<file path="src/rtl/core/dbc_pkg.sv">
`default_nettype none

package dbc_pkg;

    // Counter sizing; each counter is held to the narrower of its own
    // size and its result field.
    localparam int DEPTH_BITS  = 16;
    localparam int LINE_BITS   = 24;
    localparam int COLUMN_BITS = 16;

    localparam int COUNT_FIELD_W  = 16;
    localparam int LINE_FIELD_W   = 24;
    localparam int COLUMN_FIELD_W = 16;

    localparam int DEPTH_W  = (DEPTH_BITS  < COUNT_FIELD_W)  ? DEPTH_BITS  : COUNT_FIELD_W;
    localparam int LINE_W   = (LINE_BITS   < LINE_FIELD_W)   ? LINE_BITS   : LINE_FIELD_W;
    localparam int COLUMN_W = (COLUMN_BITS < COLUMN_FIELD_W) ? COLUMN_BITS : COLUMN_FIELD_W;

    localparam logic [7:0] CH_LBRACE   = 8'h7B;
    localparam logic [7:0] CH_RBRACE   = 8'h7D;
    localparam logic [7:0] CH_LPAREN   = 8'h28;
    localparam logic [7:0] CH_RPAREN   = 8'h29;
    localparam logic [7:0] CH_LBRACKET = 8'h5B;
    localparam logic [7:0] CH_RBRACKET = 8'h5D;
    localparam logic [7:0] CH_NEWLINE  = 8'h0A;

    typedef enum logic [1:0] {
        ST_VALID = 2'd0,
        ST_CLOSE = 2'd1,
        ST_OPEN  = 2'd2,
        ST_OVF   = 2'd3
    } status_t;

    typedef struct packed {
        logic [DEPTH_W-1:0]  brace;
        logic [DEPTH_W-1:0]  paren;
        logic [DEPTH_W-1:0]  bracket;
        logic [LINE_W-1:0]   line;
        logic [COLUMN_W-1:0] column;
        status_t             lat_status;
        logic [LINE_W-1:0]   lat_line;
        logic [COLUMN_W-1:0] lat_column;
    } scan_state_t;

    typedef struct packed {
        status_t                   status;
        logic [LINE_FIELD_W-1:0]   error_line;
        logic [COLUMN_FIELD_W-1:0] error_column;
        logic [COUNT_FIELD_W-1:0]  braces_left;
        logic [COUNT_FIELD_W-1:0]  parens_left;
        logic [COUNT_FIELD_W-1:0]  brackets_left;
    } result_t;

    localparam scan_state_t STATE_CLEAR = '{
        brace:      '0,
        paren:      '0,
        bracket:    '0,
        line:       LINE_W'(1),
        column:     COLUMN_W'(1),
        lat_status: ST_VALID,
        lat_line:   '0,
        lat_column: '0
    };

endpackage

`default_nettype wire

</file>
<file path="src/rtl/core/dbc_step.sv">
`default_nettype none

module dbc_step import dbc_pkg::*;
(
    input  wire logic        enable,
    input  wire logic [7:0]  byte_in,
    input  wire scan_state_t cur,
    output scan_state_t      nxt,
    output result_t          res
);

    logic is_open;
    logic is_close;
    logic sel_brace;
    logic sel_paren;
    logic sel_bracket;
    logic [DEPTH_W-1:0] sel_depth;
    logic [DEPTH_W-1:0] new_depth;
    logic latched;

    always_comb
    begin
        sel_brace   = (byte_in == CH_LBRACE)   || (byte_in == CH_RBRACE);
        sel_paren   = (byte_in == CH_LPAREN)   || (byte_in == CH_RPAREN);
        sel_bracket = (byte_in == CH_LBRACKET) || (byte_in == CH_RBRACKET);
        is_open     = (byte_in == CH_LBRACE) || (byte_in == CH_LPAREN)
                   || (byte_in == CH_LBRACKET);
        is_close    = (byte_in == CH_RBRACE) || (byte_in == CH_RPAREN)
                   || (byte_in == CH_RBRACKET);

        priority if (sel_brace)
            sel_depth = cur.brace;
        else if (sel_paren)
            sel_depth = cur.paren;
        else
            sel_depth = cur.bracket;

        nxt       = cur;
        new_depth = sel_depth;
        latched   = 1'b0;

        if (enable && (cur.lat_status == ST_VALID))
        begin
            if (byte_in == CH_NEWLINE)
            begin
                if (cur.line == '0)
                    nxt.lat_status = ST_OVF;
                else
                begin
                    nxt.line   = (cur.line == '1) ? '0 : cur.line + LINE_W'(1);
                    nxt.column = COLUMN_W'(1);
                end
            end
            else if ((cur.line == '0) || (cur.column == '0))
                nxt.lat_status = ST_OVF;
            else
            begin
                if (is_open)
                begin
                    if (sel_depth == '1)
                    begin
                        nxt.lat_status = ST_OVF;
                        latched        = 1'b1;
                    end
                    else
                        new_depth = sel_depth + DEPTH_W'(1);
                end
                else if (is_close)
                begin
                    if (sel_depth == '0)
                    begin
                        nxt.lat_status = ST_CLOSE;
                        nxt.lat_line   = cur.line;
                        nxt.lat_column = cur.column;
                        latched        = 1'b1;
                    end
                    else
                        new_depth = sel_depth - DEPTH_W'(1);
                end

                if (sel_brace)
                    nxt.brace = new_depth;
                if (sel_paren)
                    nxt.paren = new_depth;
                if (sel_bracket)
                    nxt.bracket = new_depth;

                if (!latched)
                    nxt.column = (cur.column == '1) ? '0 : cur.column + COLUMN_W'(1);
            end
        end

        res = '0;
        if (enable)
        begin
            if (nxt.lat_status != ST_VALID)
                res.status = nxt.lat_status;
            else if ((nxt.brace != '0) || (nxt.paren != '0) || (nxt.bracket != '0))
                res.status = ST_OPEN;
            else
                res.status = ST_VALID;

            if (nxt.lat_status == ST_CLOSE)
            begin
                res.error_line   = LINE_FIELD_W'(nxt.lat_line);
                res.error_column = COLUMN_FIELD_W'(nxt.lat_column);
            end
            res.braces_left   = COUNT_FIELD_W'(nxt.brace);
            res.parens_left   = COUNT_FIELD_W'(nxt.paren);
            res.brackets_left = COUNT_FIELD_W'(nxt.bracket);
        end
    end

endmodule

`default_nettype wire

</file>
<file path="config.mk">
export PLATFORM = sky130hd
export DESIGN_NAME = dbc_step
export DESIGN_NICKNAME = d
export VERILOG_FILES = /design/src/rtl/core/dbc_pkg.sv /design/src/rtl/core/dbc_step.sv
export SDC_FILE = /design/constraint.sdc
export NUM_CORES = 1
export LEC_CHECK = 0
export BUFFER_PORTS_ARGS = -buffer_cell sky130_fd_sc_hd__buf_4
export CAP_MARGIN = 40
export CORE_AREA = 10 10 160 162
export DETAILED_ROUTE_END_ITERATION = 16
export DIE_AREA = 0 0 170 172
export SLEW_MARGIN = 40
export SYNTH_ARGS = -nofsm -noshare
export SYNTH_HDL_FRONTEND = slang
export SYNTH_SLANG_ARGS = --single-unit
</file>
<file path="constraint.sdc">
create_clock -name vclk -period 7.85
set_input_delay 0.785 -clock vclk [all_inputs]
set_output_delay 0.785 -clock vclk [all_outputs]
set_load 0.01 [all_outputs]
</file>
# Word level (Yosys, flattened, before mapping)
# Cells that the tools add are included.
# classes
n_addsub,4
n_eq_ne,11
muxes,39
n_reduce_logical,19
# op_table
op,count
40-bit two-way mux,5
16-bit two-way mux,12
130-bit two-way mux,1
48-bit two-way mux,2
90-bit two-way mux,1
42-bit two-way mux,2
24-bit two-way mux,2
16-bit nonzero test,3
"16-bit by 1-bit adder with 16-bit output, second input constant",2
"16-bit == test, second input constant",2
"8-bit by 7-bit == test with 1-bit output, second input constant",4
16-bit logical NOT,2
"24-bit by 1-bit adder with 24-bit output, second input constant",1
"24-bit == test, second input constant",1
24-bit logical NOT,1
18-bit two-way mux,1
"8-bit by 6-bit == test with 1-bit output, second input constant",2
"16-bit by 1-bit subtractor with 16-bit output, second input constant",1
2-bit two-way mux,6
1-bit logical OR,10
"8-bit by 4-bit == test with 1-bit output, second input constant",1
1-bit two-way mux,7
"2-bit by 1-bit == test with 1-bit output, second input constant",1
2-bit logical NOT,1
other kinds (2),2
# totals
ff_bits,0
in_bits,139
out_inout_bits,220

# Logic depth before layout (Yosys ltp)
# logic_depth
depth_word,21
mapped_depth,20
mapped_depth_nobuf,15

# Worst setup path after synthesis
# OpenSTA, ideal clock, no wires.
# synth_path
path_type,input-to-output
from,input port byte_in[2]
to,output port res[89] in the netlist's numbering
arrival_time_ps,4570
slack_ps,2495
path_stages,17
n_path_buf,2
path_cell_list,buf_2 > xnor2_2 > or3_1 > buf_2 > a31oi_1 > ha_1 > nand3_1 > or4_4 > o41ai_4 > a31oi_4 > a22oi_4 > nor2_1 > xor2_1 > o31a_1 > or4_1 > nor4_1 > a31oi_1
# synth_rtl
element,line_no,source
start: declaration,dbc_step.sv:6,"input wire logic [7:0] byte_in,"
end: declaration,dbc_step.sv:9,output result_t res

==> flow_summary_export.csv <==
group,metric,value,unit
run_status,status,"complete, no violations",
cells_and_area,nClkBuffers,0,
clocking,hold_buffers,0,
worst_hold_path,holdCritStartpoint,"cur[66]",
pwr,p_sw,0.000210,W
cells_and_area,drive_gt1_frac,0.366,
die,die_width,170,microns
route,ant_nets,0,
worst_setup_path,cp_max_fo,18,
sta,final_hold_viol_count,0,
cells_and_area,area_growth,54.3,%
route,vias_per_cell,5.71,
die,die_h,172,microns
worst_setup_path,critPathArrivalTime,6.07,ns
pwr,p_int,0.000169,W
pwr,p_leak,3.66,nW
pwr,vdd_ir_drop_max,0.0218,mV
worst_setup_path,critical_path.top_delay_family,"simple AND/OR/NAND/NOR gates",
worst_hold_path,hold_path_class,"input pin to output port",
synth,ys_seq_area_frac,0,
synth,postSynthCellCount,914,
sta,relSlewSlack,0.400,
cells_and_area,regArea,0,sq um
place,dpl_cell_area,8450,sq um
die,pin_count,359,
place,dpl.hpwl,31200,microns
clocking,post_cts_buffers,0,
die,core,22400,sq um
worst_setup_path,startpoint,"byte_in[4]",
sta,setup_viol,0,
pwr,switching_share,0.553,
worst_setup_path,worstSetupStartpointType,"input pin",
sta,rsz0062_at_grt,"no",
grt,antenna_found_initial,0,
route,drc,0,
cells_and_area,n_sequential_cell,0,
worst_setup_path,path_buf_inv,3,
cells_and_area,final_design_area_no_fill,8450,sq um
pwr,clkPwrFrac,0,
synth,synth.cell_area,5480,sq um
die,start_util,0.245,
place,port_buffers,359,
grt,first_global_vias,8461,
pwr,power_frac_comb,1.000,
sta,fin_crit_sh,0.874,
die,dieArea,29200,sq um
sta,worstMarginPinSlew,0.896,ns
cells_and_area,nFillCells,2494,
sta,slew_violations,0,
sta,fmax,146,MHz
clocking,cts-resized-gates,0,
pwr,p_per_area,44.9,nW/um^2
worst_setup_path,slowest_stage,"or4b_1",
flow_run,max-cap-violations,0,
route,dr.pass1.iters,5,
cells_and_area,nets,1379,
grt,grt_overflow,0,
synth,synth.avg_cell_area,5.99,sq um
worst_setup_path,path_cells,"buf_4 > or4b_1 > o21ai_0 > a31oi_1 > inv_1 > ha_1 > nand3_1 > mux2i_1 > nand4_1 > a22oi_4 > or2b_2 > xnor2_1 > o31a_1 > or4_1 > nor4_1 > a31oi_1 > buf_4",
route,wirelength,37300,microns
route,wl_per_cell,24.6,microns
synth,synth_nets,1060,
cells_and_area,final_util,0.378,
worst_setup_path,crit_type,"input pin to output port",
sta,setup-tns-final,0,ns
sta,period_minus_slack,6.86,ns
synth,ys_types,74,
synth,ys.warnings.count,0,
worst_setup_path,cp.required,7.07,ns
cells_and_area,final_cell_mix,"buf_4, nand2_1, nor2_1",
cells_and_area,final_common_cell,"buf_4",
route,drt_iter0_markers,913,
pwr,p_seq_frac,0,
place,gp_congestion,0.969,
cells_and_area,multi_input_area,5210,sq um
worst_setup_path,cpPeakStageDelay,0.91,ns
worst_setup_path,critPathCaptureType,"output port",
route,vias,8651,
cells_and_area,n_antenna_cell,0,
die,rows,55,
grt,grt_max_degree,52,
grt,track_usage,0.234,
grt,grt_first_pass_wirelength,53700,microns
==> cells by family (layout without fill, tap and decap cells) <==
logic type | Yosys count | after routing | synth area share
XOR/XNOR | 40 | 40 | 0.0653
multiplexers | 58 | 58 | 0.117
adder cells (fa/ha/maj) | 7 | 7 | 0.0160
AND/OR/NAND/NOR | 534 | 534 | 0.506
AO/OA/AOI/OAI | 199 | 199 | 0.240
buffers and inverters | 76 | 393 | 0.0559
==> synthesized netlist by cell type (9+ instances only) <==
cell type | n | area share
and2_1 | 59 | 0.067
o21ai_0 | 73 | 0.067
nor4_1 | 38 | 0.043
clkbuf_1 | 46 | 0.032
xnor2_1 | 18 | 0.029
xor2_1 | 21 | 0.034
mux2_2 | 49 | 0.10
or3_1 | 12 | 0.014
nor2b_1 | 42 | 0.048
nand2_1 | 130 | 0.089
nor2_1 | 94 | 0.064
a21oi_1 | 29 | 0.026
nand3_1 | 46 | 0.042
nor3_1 | 24 | 0.022
mux2i_1 | 9 | 0.016
and3_1 | 19 | 0.022
a31oi_1 | 30 | 0.034
or4_1 | 9 | 0.012
inv_1 | 16 | 0.011
nand4_1 | 23 | 0.026
==> routing by layer <==
metal  routed length (microns)  GRT usage
met5                         0          0
met4                      1090     0.0625
met3                      4650     0.0734
met2                     17300      0.396
met1                     14200      0.280
==> final cells by class <==
class,count,share of cell area
Inverter,16,0.00710
Timing Repair Buffer,377,0.335
Tap cell,285,0.0422
Multi-Input combinational cell,838,0.616
==> per-stage QoR <==
stage	hold slack (ns)	cells	setup slack [ns]	total power [W]
final	1.88	1516	0.992	0.000379
after global routing	1.90	1516	0.610	0.000404
after CTS	1.89	1516	1.05	0.000378
after detailed placement	1.88	1516	1.06	0.000377
after global placement	1.88	1516	1.19	0.000376
after floorplan	1.65	914	2.49	0.000149
==> path summary, 6_finish.rpt <==
kind	depth (start not counted)	endpoint	slack, ns
worst max-delay path	17	res[89]	0.99
worst min-delay path	3	nxt[66]	1.88
==> power groups by stage <==
stage	sequential [W]	combinational, W	clock, W
2_1_floorplan	0	0.000149	0
3_3_place_gp	0	0.000376	0
3_5_place_dp	0	0.000377	0
4_1_cts	0	0.000378	0
5_1_grt	0	0.000404	0
6_report	0	0.000379	0
Power figures use the tool's default switching activity.
